File: config.mk
export PLATFORM = sky130hd
export DESIGN_NAME = ssd_cell
export DESIGN_NICKNAME = d
export VERILOG_FILES = /design/src/hdl/ssd_pkg.sv /design/src/hdl/ssd_cell.sv
export SDC_FILE = /design/constraint.sdc
export NUM_CORES = 1
export LEC_CHECK = 0
export BUFFER_PORTS_ARGS = -buffer_cell sky130_fd_sc_hd__buf_2
export CAP_MARGIN = 25
export CORE_MARGIN = 3
export CORE_UTILIZATION = 55
export DETAILED_ROUTE_END_ITERATION = 6
export PLACE_DENSITY = 0.82
export SLEW_MARGIN = 20
export SYNTH_ARGS = -nofsm -noshare
export SYNTH_HDL_FRONTEND = slang
export SYNTH_SLANG_ARGS = --single-unit
export TNS_END_PERCENT = 100
File: constraint.sdc
create_clock -name clk -period 7.5 [get_ports clk]
set_input_delay 1.5 -clock clk [delete_from_list [all_inputs] [get_ports clk]]
set_output_delay 1.5 -clock clk [all_outputs]
set_load 0.05 [all_outputs]
File: src/hdl/ssd_pkg.sv
package ssd_pkg;

  typedef enum logic [2:0] {
    KIND_NEW      = 3'd0,
    KIND_EXTENDED = 3'd1,
    KIND_RESTART  = 3'd2,
    KIND_BELOW    = 3'd3,
    KIND_FULL     = 3'd4,
    KIND_EVICTED  = 3'd5
  } kind_t;

  typedef enum logic [1:0] {
    OP_NONE    = 2'd0,
    OP_RESTART = 2'd1,
    OP_EXTEND  = 2'd2,
    OP_OPEN    = 2'd3
  } op_t;

  typedef enum logic [1:0] {
    REG_THRESHOLD = 2'd0,
    REG_PERIOD    = 2'd1,
    REG_IDLE      = 2'd2,
    REG_REPORT    = 2'd3
  } reg_t;

  typedef struct packed {
    logic [31:0] start;
    logic [31:0] length;
    logic [15:0] repeats;
    logic [31:0] open_time;
    logic [31:0] touch_time;
  } entry_t;

  // broadcast from the control to every cell
  typedef struct packed {
    op_t         op;
    logic [31:0] addr;
    logic [31:0] ts;
    logic [31:0] event_num;
    logic [15:0] idle_limit;
    logic        sweep;
    logic        mark;
  } cell_cmd_t;

  // lookup chain passed from cell to cell, lowest index first
  typedef struct packed {
    logic       start_seen;
    logic       ext_seen;
    logic       free_seen;
    logic [1:0] doom_cnt;
  } chain_t;

endpackage

File: src/hdl/ssd_cell.sv
module ssd_cell
  import ssd_pkg::*;
(
  input  logic      clk,
  input  logic      rst,
  input  cell_cmd_t cmd,
  input  logic      pick,
  input  logic      kill,
  input  chain_t    chain_in,
  output chain_t    chain_out,
  output entry_t    entry,
  output logic      start_first,
  output logic      ext_first,
  output logic      free_first,
  output logic      doom_first,
  output logic      doom_now
);

  logic        valid;
  logic        doomed;
  logic [31:0] last_event;
  logic [31:0] idle_span;
  logic        start_hit;
  logic        ext_hit;

  // local match against the request address
  assign start_hit = valid && (entry.start == cmd.addr);
  assign ext_hit   = valid && ((entry.start + entry.length) == cmd.addr);
  assign idle_span = cmd.event_num - last_event;

  assign start_first = start_hit && !chain_in.start_seen;
  assign ext_first   = ext_hit && !chain_in.ext_seen;
  assign free_first  = !valid && !chain_in.free_seen;
  assign doom_first  = doomed && (chain_in.doom_cnt == 2'd0);
  assign doom_now    = cmd.sweep && valid && (idle_span > {16'd0, cmd.idle_limit}) &&
                       !(pick && (cmd.op != OP_NONE));

  // hand the chain to the next cell
  always_comb begin
    chain_out.start_seen = chain_in.start_seen | start_hit;
    chain_out.ext_seen   = chain_in.ext_seen | ext_hit;
    chain_out.free_seen  = chain_in.free_seen | !valid;
    if (doomed && (chain_in.doom_cnt != 2'd2)) begin
      chain_out.doom_cnt = chain_in.doom_cnt + 2'd1;
    end else begin
      chain_out.doom_cnt = chain_in.doom_cnt;
    end
  end

  // control bits
  always_ff @(posedge clk) begin
    if (rst) begin
      valid  <= 1'b0;
      doomed <= 1'b0;
    end else if (kill) begin
      valid  <= 1'b0;
      doomed <= 1'b0;
    end else begin
      if (pick && (cmd.op == OP_OPEN)) begin
        valid <= 1'b1;
      end
      if (cmd.mark) begin
        doomed <= doom_now;
      end
    end
  end

  // entry payload
  always_ff @(posedge clk) begin
    if (pick) begin
      case (cmd.op)
        OP_RESTART: begin
          if (entry.repeats != 16'hFFFF) begin
            entry.repeats <= entry.repeats + 16'd1;
          end
          entry.length     <= 32'd1;
          entry.touch_time <= cmd.ts;
          last_event       <= cmd.event_num;
        end
        OP_EXTEND: begin
          if (entry.length != 32'hFFFF_FFFF) begin
            entry.length <= entry.length + 32'd1;
          end
          entry.touch_time <= cmd.ts;
          last_event       <= cmd.event_num;
        end
        OP_OPEN: begin
          entry.start      <= cmd.addr;
          entry.length     <= 32'd1;
          entry.repeats    <= 16'd0;
          entry.open_time  <= cmd.ts;
          entry.touch_time <= cmd.ts;
          last_event       <= cmd.event_num;
        end
        default: begin
        end
      endcase
    end
  end

endmodule

==> results.json, run 1 <==
{
  "critical_path_class": "in2out",
  "grt_pass1_wl_um": 53300,
  "tritoncts": "yes",
  "fin_util_pct": 67.7,
  "critical_path.reg2reg.endpoint": "doomed",
  "finClkSkew_ps": 9.78,
  "wire_per_inst_um": 19.5,
  "synth_compound_area_share_pct": 15.3,
  "fraction_of_layout_instances_using_a_drive_strength_above_1_pct": 23.9,
  "power.share.clock_pct": 30.6,
  "place_inst": 1671,
  "routed_via_density": 5.95,
  "max_slew.worst_pin.slew_ps": 871,
  "post_synth_inst_count": 1153,
  "worst_hold_path_type": "reg2reg",
  "tritoncts_num_sinks": 178,
  "grt_util_all_layers_pct": 28.3,
  "yosys_register_bits": 178,
  "timing.reg2reg.setup_slack_ps": 3030,
  "critical_path_peak_fanout": 4,
  "grt_pass1_vias": 10200,
  "via_count": 10100,
  "ys.flop_type": "sky130_fd_sc_hd__edfxtp_1",
  "timing.reg2reg.worst_path_depth": 18,
  "ys_types": 85,
  "dp_hpwl_um": 25800,
  "rsz0062_at_grt": "false",
  "tritoncts.num_buffers": 17,
  "synth_top_family_by_area": "simple AND/OR/NAND/NOR gates",
  "die_height_um": 152,
  "startpoint_of_the_lowest_slack_register_to_register_path": "last_event[0]",
  "fmaxAchievable_ghz": 0.141,
  "drv_cap": 0,
  "floorplan.rows": 52,
  "ios": 279,
  "routabilityCongestion": 0.980,
  "detailedPlace.worstSlack_ps": 433,
  "detailedRoute.firstIterationViolations": 965,
  "net-switching-power_mw": 1.07,
  "grt_util_met3_pct": 4.83,
  "worst_ep_arrival_time_ps": 5610,
  "postSynthAreaPerCell_sq_um": 10.2,
  "synth_nets": 1362,
  "synth.mux.area_fraction_pct": 0.894,
  "syn_to_layout_area_delta_pct": 18.8,
  "critical_path.startpoint_type": "input port",
  "insertion_delay_ps": 440,
  "yosysWarnings": 0,
  "core_region_area_sq_mm": 0.0206,
  "cts_resized": 0,
  "p_leak_nw": 5.82,
  "timing.critical_path.to": "doom_now",
  "die_w_um": 152,
  "power-per-cell-area_mw_per_mm2": 216,
  "critical_path_endpoint_category": "primary output",
  "setup_ws_ps": 393,
  "vdd_ir_drop_max_mv": 0.137,
  "met1_usage_pct": 36.2,
  "p_sw_share_pct": 35.5,
  "internal_power_mw": 1.95,
  "cts_post_setup_buffers_inserted": 0,
  "initial_core_util_pct": 57.0,
  "globalRoute.busiestLayer": "met2",
  "seq_power_share_pct": 40.1,
  "clock_path_buffers": 2,
  "htree_num_levels": 4,
  "run_status": "complete, no violations",
  "yosys.area_share.xor_xnor_pct": 10.0,
  "number_of_antenna_violations_at_the_first_check_in_global_routing": 2,
  "max_slew_margin_pct": 42.0,
  "critPathLaunch": "cmd[18]",
  "die-area_sq_mm": 0.0232,
  "power.share.combinational_pct": 29.4,
  "timing.setup.tns_ps": 0,
  "portion_of_the_post_synthesis_area_used_by_sequential_elements_pct": 45.3,
  "io_buffers": 278,
  "remaining_global_route_overflow": 0,
  "finalPower_mw": 3.02,
  "drt.antenna.violating_nets": 0,
  "layoutNonFillerInstCount": 1705,
  "min_period_over_period_pct": 94.8,
  "placement_stage_cell_area_sq_mm": 0.0133,
  "globalRouteMet2Util_pct": 48.8,
  "cts.hold.buffers_added": 0,
  "detail_route.wirelength_um": 33200,
  "final.min_clock_period_ps": 7110,
  "worst_ep_required_time_ps": 6000,
  "final-hold-violation-count": 0,
  "final_area_sq_mm": 0.0140,
  "synth-simple-area-share_pct": 15.8,
  "holdWs_ps": 511,
  "asyncSetResetFlopFracSynth_pct": 0,
  "final_net_count": 1629,
  "largest_net_degree_at_the_start_of_global_routing": 65,
  "drc_violations_left": 0,
  "clock_transition_at_the_registers_of_the_reported_paths_ps": 70,
  "netlist_area_sq_mm": 0.0118,
  "synth_edf_count": 176,
  "final-setup-viol-count": 0,
  "first_pass_iters": 5,
  "cts.root.buffer_cell": "sky130_fd_sc_hd__clkbuf_16",
  "finalMaxSlewViolations": 0,
  "synthAdderAreaFrac_pct": 9.07
}
-- how the worst min path moves through the flow --
stage,startpoint,end,slack [ps],depth (start not counted)
finish,doomed,doomed,510,2
global route,doomed,doomed,530,2
CTS,doomed,doomed,510,2
floorplan,doomed,doomed,460,2
global placement,doomed,doomed,480,2
detailed placement,doomed,doomed,500,2
-- layout make-up --
cell class / instances / area (sq um)
Antenna cell: 2 / 5.00
Clock buffer: 17 / 425
Clock inverter: 15 / 184
Fill cell: 1610 / 6660
Inverter: 69 / 259
Multi-Input combinational cell: 873 / 6010
Sequential cell: 178 / 5330
Tap cell: 270 / 338
Timing Repair Buffer: 281 / 1410
-- cells in the mapped netlist (3+ instances only) --
master / instances / area (sq um)
sky130_fd_sc_hd__or3_1: 11 / 68.8
sky130_fd_sc_hd__or4_1: 6 / 45.0
sky130_fd_sc_hd__buf_2: 5 / 25.0
sky130_fd_sc_hd__nor2_1: 103 / 387
sky130_fd_sc_hd__a2111oi_0: 3 / 26.3
sky130_fd_sc_hd__nand2b_1: 8 / 50.1
sky130_fd_sc_hd__o2111ai_1: 4 / 35.0
sky130_fd_sc_hd__nand4b_1: 3 / 26.3
sky130_fd_sc_hd__o22ai_1: 3 / 18.8
sky130_fd_sc_hd__a211oi_1: 7 / 52.6
sky130_fd_sc_hd__a21o_1: 28 / 210
sky130_fd_sc_hd__nor4_1: 8 / 50.1
sky130_fd_sc_hd__nand2_1: 85 / 319
sky130_fd_sc_hd__a31oi_1: 10 / 62.6
sky130_fd_sc_hd__o221ai_1: 3 / 26.3
sky130_fd_sc_hd__o21bai_1: 9 / 67.6
sky130_fd_sc_hd__nand4_1: 36 / 225
sky130_fd_sc_hd__o21ai_1: 14 / 70.1
sky130_fd_sc_hd__clkbuf_1: 24 / 90.1
sky130_fd_sc_hd__and3_1: 17 / 106
sky130_fd_sc_hd__nor3_1: 21 / 105
sky130_fd_sc_hd__a21o_2: 3 / 26.3
sky130_fd_sc_hd__and2_1: 9 / 56.3
sky130_fd_sc_hd__o21ai_0: 37 / 185
sky130_fd_sc_hd__o21a_1: 15 / 113
sky130_fd_sc_hd__and4_1: 4 / 35.0
sky130_fd_sc_hd__edfxtp_1: 176 / 5290
sky130_fd_sc_hd__inv_1: 68 / 255
sky130_fd_sc_hd__ha_1: 82 / 1030
sky130_fd_sc_hd__o31ai_1: 5 / 37.5
sky130_fd_sc_hd__nand3_1: 37 / 185
sky130_fd_sc_hd__a21oi_1: 84 / 420
sky130_fd_sc_hd__nor2b_1: 11 / 68.8
sky130_fd_sc_hd__a211o_1: 4 / 35.0
sky130_fd_sc_hd__o211ai_1: 11 / 82.6
sky130_fd_sc_hd__xor2_1: 58 / 508
sky130_fd_sc_hd__xnor2_1: 73 / 639
sky130_fd_sc_hd__mux2i_1: 6 / 60.1
-- cell families (layout without fill, tap and decap cells) --
group / Yosys count / after routing
muxes: 9 / 9
adders and majority gates: 84 / 84
DFF: 178 / 178
AOI/OAI and AO/OA: 274 / 274
and+or+nand+nor: 373 / 373
other: 0 / 2
xor gates and xnor gates: 133 / 133
buffers and inverters: 102 / 382
-- sequential cells by signal, summed over array words and instances, names as in the netlist --
name        count
entry         144
doomed          1
valid           1
last_event     32
-- worst max-delay path, cell delays in order --
cell and delay (ps):
sky130_fd_sc_hd__buf_2 90, sky130_fd_sc_hd__inv_1 40, sky130_fd_sc_hd__ha_1 220, sky130_fd_sc_hd__fa_1 410
sky130_fd_sc_hd__nand2b_1 200, sky130_fd_sc_hd__a21o_1 180, sky130_fd_sc_hd__a211oi_1 510, sky130_fd_sc_hd__nor2_1 140
sky130_fd_sc_hd__xnor2_1 150, sky130_fd_sc_hd__ha_1 270, sky130_fd_sc_hd__nand4_1 150, sky130_fd_sc_hd__nor2_1 70
sky130_fd_sc_hd__a221o_1 300, sky130_fd_sc_hd__a211oi_1 170, sky130_fd_sc_hd__o22a_1 170, sky130_fd_sc_hd__nand4_1 100
sky130_fd_sc_hd__nor4_1 310, sky130_fd_sc_hd__nand4b_1 160, sky130_fd_sc_hd__o21a_1 230, sky130_fd_sc_hd__buf_2 210
-- power by group through the flow --
stage	Clock, mW	Sequential (mW)	Combinational, mW
after global routing	0.980	1.22	0.960
after detailed placement	0	1.23	0.870
final	0.922	1.21	0.887
after CTS	0.933	1.21	0.877
after global placement	0	1.23	0.857
after floorplan	0	1.38	0.485
-- layout by cell type, fill, tap and decap left out, types with 14 or more instances in the layout --
master and count:
sky130_fd_sc_hd__a21o_1 28, sky130_fd_sc_hd__a21oi_1 84, sky130_fd_sc_hd__and3_1 16, sky130_fd_sc_hd__buf_2 278, sky130_fd_sc_hd__clkbuf_16 17, sky130_fd_sc_hd__edfxtp_1 176, sky130_fd_sc_hd__ha_1 82, sky130_fd_sc_hd__inv_1 67
sky130_fd_sc_hd__nand2_1 85, sky130_fd_sc_hd__nand3_1 37, sky130_fd_sc_hd__nand4_1 36, sky130_fd_sc_hd__nor2_1 103, sky130_fd_sc_hd__nor3_1 21, sky130_fd_sc_hd__o21a_1 15, sky130_fd_sc_hd__o21ai_0 37, sky130_fd_sc_hd__o21ai_1 14
sky130_fd_sc_hd__xnor2_1 73, sky130_fd_sc_hd__xor2_1 58
-- layer usage --
layer | up-vias | wire [um]
li1 | 4823 | -
met1 | 4744 | 13200
met2 | 492 | 16600
met3 | 81 | 2310
met4 | 0 | 1100
met5 | - | 0
No activity file was read; power rests on OpenSTA's default activity.
==> run 2: changes to the inputs <==
CELL_PAD_IN_SITES_DETAIL_PLACEMENT = 1   (was default)
CELL_PAD_IN_SITES_GLOBAL_PLACEMENT = 1   (was default)
CORE_UTILIZATION = 42   (was 55)
PLACE_DENSITY = default   (was 0.82)
PLACE_DENSITY_LB_ADDON = 0.1   (was default)
==> results.json, run 2 (synthesis results as in run 1) <==
{
  "power.share.combinational_pct": 30.0,
  "worst_stage_delay_on_the_critical_path_ps": 410,
  "die-area_sq_mm": 0.0300,
  "vdd_ir_drop_max_mv": 0.114,
  "clock_transition_at_the_registers_of_the_reported_paths_ps": 70,
  "min_delay_worst_endpoint": "doomed",
  "routabilityCongestion": 0.904,
  "timing.reg2reg.worst_path_depth": 18,
  "final-hold-violation-count": 0,
  "min_period_over_period_pct": 95.7,
  "seq_power_share_pct": 40.0,
  "timing.reg2reg.setup_slack_ps": 3060,
  "cts_resized": 0,
  "critical_path_endpoint_category": "primary output",
  "critical_path.startpoint_type": "input port",
  "layout_commonest_cell": "sky130_fd_sc_hd__buf_2",
  "largest_net_degree_at_the_start_of_global_routing": 66,
  "worstPathCellList": "buf_2 > inv_1 > ha_1 > fa_1 > nand2b_1 > a21oi_1 > o21ai_0 > a211o_1 > xnor2_1 > ha_1 > a21oi_1 > nand2_1 > a221o_1 > a211oi_1 > o22a_1 > nand4_1 > nor4_1 > nand4b_1 > o21a_1 > buf_2",
  "regMostFlops": "entry",
  "detailedPlace.worstSlack_ps": 356,
  "tritoncts_num_sinks": 178,
  "cts.hold.buffers_added": 0,
  "core_region_area_sq_mm": 0.0273,
  "setup_ws_ps": 324,
  "most-common-layout-cells": "sky130_fd_sc_hd__buf_2, sky130_fd_sc_hd__edfxtp_1, sky130_fd_sc_hd__nor2_1",
  "wire_per_inst_um": 21.2,
  "number_of_antenna_violations_at_the_first_check_in_global_routing": 2,
  "die_height_um": 173,
  "floorplan.rows": 60,
  "tritoncts": "yes",
  "grt_pass1_vias": 10500,
  "detailedRoute.firstIterationViolations": 769,
  "path_delay_family": "compound AO/OA/AOI/OAI gates",
  "htree_num_levels": 4,
  "die_w_um": 173,
  "layout_top_registers": "entry: 144 flops, last_event: 32 flops",
  "initial_core_util_pct": 43.1,
  "worst_hold_path.num_cells": 2,
  "detail_route.wirelength_um": 38200,
  "via_count": 10100,
  "p_sw_share_pct": 36.8,
  "critPathSlowestCell": "sky130_fd_sc_hd__fa_1",
  "drt.antenna.violating_nets": 0,
  "final_net_count": 1630,
  "critical_path_buf_inv_count": 3,
  "fmaxAchievable_ghz": 0.139,
  "drv_cap": 0,
  "max_slew_margin_pct": 39.2,
  "cts_post_setup_buffers_inserted": 0,
  "worstHoldStart": "doomed",
  "remaining_global_route_overflow": 0,
  "insertion_delay_ps": 440,
  "cts.root.buffer_cell": "sky130_fd_sc_hd__clkbuf_16",
  "power.share.clock_pct": 30.0,
  "rsz0062_at_grt": "false",
  "critical_path_class": "in2out",
  "largest_register_ffs": 144,
  "finalMaxSlewViolations": 0,
  "startpoint_of_the_lowest_slack_register_to_register_path": "last_event[0]",
  "final-setup-viol-count": 0,
  "critical_path_peak_fanout": 5,
  "grt_pass1_wl_um": 59800,
  "net-switching-power_mw": 1.11,
  "critPathLaunch": "cmd[18]",
  "power-per-cell-area_mw_per_mm2": 215,
  "ios": 279,
  "first_pass_iters": 5,
  "fraction_of_layout_instances_using_a_drive_strength_above_1_pct": 23.9,
  "path_depth": 20,
  "p_leak_nw": 5.81,
  "timing.setup.tns_ps": 0,
  "syn_to_layout_area_delta_pct": 20.0,
  "run_status": "complete, no violations",
  "routed_via_density": 5.60,
  "worst_ep_required_time_ps": 6000,
  "io_buffers": 278,
  "drc_violations_left": 0,
  "grt_util_all_layers_pct": 25.2,
  "worst_hold_path_type": "reg2reg",
  "finClkSkew_ps": 15.5,
  "final.min_clock_period_ps": 7180,
  "finalPower_mw": 3.03,
  "dp_hpwl_um": 30600,
  "tritoncts.num_buffers": 17,
  "max_slew.worst_pin.slew_ps": 912,
  "worst_ep_arrival_time_ps": 5680,
  "critical_path.reg2reg.endpoint": "doomed",
  "clock_path_buffers": 2,
  "internal_power_mw": 1.92
}
[run 2: worst register-to-register path, cell delays in order (launching register included)]
cell and delay (ps):
sky130_fd_sc_hd__edfxtp_1 380, sky130_fd_sc_hd__ha_1 220, sky130_fd_sc_hd__fa_1 410, sky130_fd_sc_hd__nand2b_1 210, sky130_fd_sc_hd__a21oi_1 200, sky130_fd_sc_hd__o21ai_0 180
sky130_fd_sc_hd__a211o_1 380, sky130_fd_sc_hd__xnor2_1 160, sky130_fd_sc_hd__ha_1 320, sky130_fd_sc_hd__a21oi_1 150, sky130_fd_sc_hd__nand2_1 70, sky130_fd_sc_hd__a221o_1 340
sky130_fd_sc_hd__a211oi_1 180, sky130_fd_sc_hd__o22a_1 200, sky130_fd_sc_hd__nand4_1 90, sky130_fd_sc_hd__nor4_1 340, sky130_fd_sc_hd__nand4b_1 200, sky130_fd_sc_hd__o211ai_1 210
sky130_fd_sc_hd__a211oi_1 90
[run 2: layout make-up]
class | count | area (sq um)
Fill cell | 3216 | 13200
Tap cell | 372 | 465
Inverter | 69 | 259
Clock buffer | 17 | 425
Timing Repair Buffer | 282 | 1430
Antenna cell | 1 | 2.50
Sequential cell | 178 | 5330
Multi-Input combinational cell | 873 | 6020
Clock inverter | 14 | 171
[run 2: layer usage]
metal | GRT usage (%) | part of all wire (%) | vias up
li1 | - | - | 4803
met1 | 30.8 | 42 | 4950
met2 | 45.0 | 51 | 295
met3 | 4.14 | 4.2 | 65
met4 | 8.72 | 3.1 | 2
met5 | 0 | 0.034 | -
[run 2: worst max-delay path by stage]
stage / endpoint / slack (ps)
after floorplan: doom_now / 1060
after detailed placement: doom_now / 360
final: doom_now / 320
after CTS: doom_now / 330
after global routing: doom_now / 70
after global placement: doom_now / 430
[run 2: power groups by stage]
stage	combinational (mW)	sequential, mW	clock [mW]
after CTS	0.908	1.21	0.931
after floorplan	0.485	1.38	0
after global routing	0.989	1.22	0.967
final	0.909	1.21	0.909
after detailed placement	0.903	1.23	0
after global placement	0.885	1.23	0
[run 2: through the flow]
| step | instance area, sq um | util (%) | std cells | hold slack [ps] |
|---|---|---|---|---|
| after floorplan | 11800 | - | 1153 | 458 |
| after global placement | 13500 | 49.5 | 1773 | 481 |
| final | 14100 | 51.7 | 1806 | 504 |
| after global routing | 14100 | 51.7 | 1806 | 548 |
| after detailed placement | 13500 | 49.5 | 1773 | 503 |
| after CTS | 14100 | 51.7 | 1804 | 513 |
==> run 3: changes to the inputs <==
ABC_AREA = 1   (was default)
CORE_UTILIZATION = 40   (was 42)
clock period = 7.9 ns   (was 7.5 ns; I/O delays follow)
==> results.json, run 3 <==
{
  "run_status": "complete, no violations",
  "via_count": 12200,
  "routabilityCongestion": 0.965,
  "yosys_register_bits": 178,
  "tritoncts_num_sinks": 178,
  "worst_hold_path_type": "reg2reg",
  "grt_pass1_wl_um": 66800,
  "regMostFlops": "entry",
  "io_buffers": 278,
  "final-hold-violation-count": 0,
  "final_area_sq_mm": 0.0152,
  "vdd_ir_drop_max_mv": 0.128,
  "die_w_um": 185,
  "finalPower_mw": 2.85,
  "power-per-cell-area_mw_per_mm2": 187,
  "seq_power_share_pct": 40.4,
  "worst_ep_required_time_ps": 6320,
  "largest_register_ffs": 144,
  "power.share.combinational_pct": 30.4,
  "yosysWarnings": 0,
  "cts.hold.buffers_added": 0,
  "die-area_sq_mm": 0.0341,
  "floorplan.rows": 64,
  "place_inst": 2381,
  "largest_net_degree_at_the_start_of_global_routing": 65,
  "internal_power_mw": 1.78,
  "dp_hpwl_um": 35600,
  "ys_types": 45,
  "synth_edf_count": 176,
  "drt.antenna.violating_nets": 0,
  "cts_post_setup_buffers_inserted": 0,
  "core_region_area_sq_mm": 0.0310,
  "power.share.clock_pct": 29.2,
  "htree_num_levels": 4,
  "finClkSkew_ps": 20.0,
  "clock_transition_at_the_registers_of_the_reported_paths_ps": 70,
  "syn_to_layout_area_delta_pct": 19.4,
  "grt_util_all_layers_pct": 25.3,
  "rsz0062_at_grt": "false",
  "final-setup-viol-count": 0,
  "fmaxAchievable_ghz": 0.158,
  "cts.root.buffer_cell": "sky130_fd_sc_hd__clkbuf_16",
  "worst_ep_arrival_time_ps": 4750,
  "grt_pass1_vias": 12900,
  "holdWs_ps": 588,
  "portion_of_the_post_synthesis_area_used_by_sequential_elements_pct": 41.7,
  "synth_top_cells_by_area": "sky130_fd_sc_hd__edfxtp_1, sky130_fd_sc_hd__nand2_1, sky130_fd_sc_hd__inv_1",
  "critical_path.startpoint_type": "input port",
  "critical_path_class": "in2out",
  "detailedPlace.worstSlack_ps": 1540,
  "synth_top_cell_area_share_pct": 41.4,
  "drc_violations_left": 0,
  "most_frequent_cells_after_synthesis": "sky130_fd_sc_hd__nand2_1, sky130_fd_sc_hd__inv_1, sky130_fd_sc_hd__edfxtp_1, sky130_fd_sc_hd__nor2_1, sky130_fd_sc_hd__a21oi_1",
  "initial_core_util_pct": 41.2,
  "placement_stage_cell_area_sq_mm": 0.0147,
  "layout_top_registers": "entry: 144 flops, last_event: 32 flops",
  "cts_resized": 0,
  "p_leak_nw": 7.92,
  "tritoncts.num_buffers": 17,
  "clock_path_buffers": 2,
  "synth_nets": 1915,
  "layout_commonest_cell": "sky130_fd_sc_hd__nand2_1",
  "routed_via_density": 5.05,
  "netlist_area_sq_mm": 0.0128,
  "post_synth_inst_count": 1706,
  "number_of_antenna_violations_at_the_first_check_in_global_routing": 2,
  "min_period_over_period_pct": 80.1,
  "tritoncts": "yes",
  "wire_per_inst_um": 17.7,
  "drv_cap": 0,
  "max_slew_margin_pct": 36.9,
  "die_height_um": 185,
  "fin_util_pct": 49.2,
  "max_slew.worst_pin.slew_ps": 946,
  "remaining_global_route_overflow": 0,
  "biggest_area_consumer_among_synthesized_cells": "sky130_fd_sc_hd__edfxtp_1",
  "synthMostInstantiatedCell": "sky130_fd_sc_hd__nand2_1",
  "finalMaxSlewViolations": 0,
  "critical_path_endpoint_category": "primary output",
  "setup_ws_ps": 1570,
  "p_sw_share_pct": 37.5,
  "ys.flop_type": "sky130_fd_sc_hd__edfxtp_1",
  "detail_route.wirelength_um": 42700,
  "postSynthAreaPerCell_sq_um": 7.48,
  "first_pass_iters": 5,
  "most-common-layout-cells": "sky130_fd_sc_hd__nand2_1, sky130_fd_sc_hd__inv_1, sky130_fd_sc_hd__buf_2",
  "ios": 279,
  "layoutNonFillerInstCount": 2415,
  "net-switching-power_mw": 1.07,
  "fraction_of_layout_instances_using_a_drive_strength_above_1_pct": 16.6,
  "final.min_clock_period_ps": 6330,
  "detailedRoute.firstIterationViolations": 552,
  "critical_path_peak_fanout": 4,
  "final_net_count": 2213,
  "timing.setup.tns_ps": 0,
  "insertion_delay_ps": 460,
  "asyncSetResetFlopFracSynth_pct": 0
}
run 3: layout make-up:
type                            instances  area [sq um]
Clock buffer                           18           429
Clock inverter                         14           126
Timing Repair Buffer                  283          1430
Multi-Input combinational cell       1185          6160
Sequential cell                       178          5330
Inverter                              339          1270
Antenna cell                            2          5.00
Fill cell                            4023         15700
Tap cell                              396           495
run 3: cell families (layout without fill, tap and decap cells):
kind of cell	count (synthesis)	after routing	synth area share, %
AND/OR/NAND/NOR	886	886	29.2
buffers and inverters	343	654	10.1
flip-flops	178	178	41.7
AO/OA/AOI/OAI	163	163	7.11
adder cells (fa/ha/maj)	84	84	8.35
XOR/XNOR	52	52	3.57
other	0	2	0
run 3: worst paths after layout:
| check | start | end | slack (ps) | cells after the start |
|---|---|---|---|---|
| worst max register to register | last_event[0] | doomed | 4540 | 24 |
| worst min-delay path | doomed | doomed | 590 | 2 |
| worst min register to register | doomed | doomed | 590 | 2 |
| worst max-delay path | cmd[18] | doom_now | 1570 | 27 |
run 3: power groups by stage:
stage / clock network [mW] / registers [mW] / logic (mW)
floorplan: 0 / 1.31 / 0.459
global placement: 0 / 1.17 / 0.840
detailed placement: 0 / 1.17 / 0.864
CTS: 0.850 / 1.15 / 0.870
global route: 0.892 / 1.16 / 0.969
finish: 0.832 / 1.15 / 0.865
run 3: worst max-delay path, stage by stage:
cell and delay (ps):
sky130_fd_sc_hd__buf_2 90, sky130_fd_sc_hd__inv_1 40, sky130_fd_sc_hd__ha_1 210, sky130_fd_sc_hd__fa_1 420, sky130_fd_sc_hd__inv_1 120, sky130_fd_sc_hd__nand2_1 60
sky130_fd_sc_hd__nand2_1 70, sky130_fd_sc_hd__nand3_1 90, sky130_fd_sc_hd__nand2_1 210, sky130_fd_sc_hd__nand2_1 80, sky130_fd_sc_hd__nand2_1 100, sky130_fd_sc_hd__xor2_1 80
sky130_fd_sc_hd__ha_1 270, sky130_fd_sc_hd__nand2_1 50, sky130_fd_sc_hd__nor2_1 110, sky130_fd_sc_hd__nand3_1 110, sky130_fd_sc_hd__nor2_1 130, sky130_fd_sc_hd__nand4_1 110
sky130_fd_sc_hd__nand2_1 100, sky130_fd_sc_hd__nand3_1 80, sky130_fd_sc_hd__nor2_1 80, sky130_fd_sc_hd__nand2_1 50, sky130_fd_sc_hd__nor2_1 80, sky130_fd_sc_hd__nand2_1 100
sky130_fd_sc_hd__nand2_1 90, sky130_fd_sc_hd__inv_1 40, sky130_fd_sc_hd__buf_2 200
run 3: routing by layer:
metal | wire length [um] | share of wire (%) | global-route usage [%]
met1 | 17300 | 40 | 29.1
met2 | 22300 | 52 | 47.2
met3 | 1540 | 3.6 | 3.67
met4 | 1570 | 3.7 | 9.99
met5 | 0 | 0 | 0
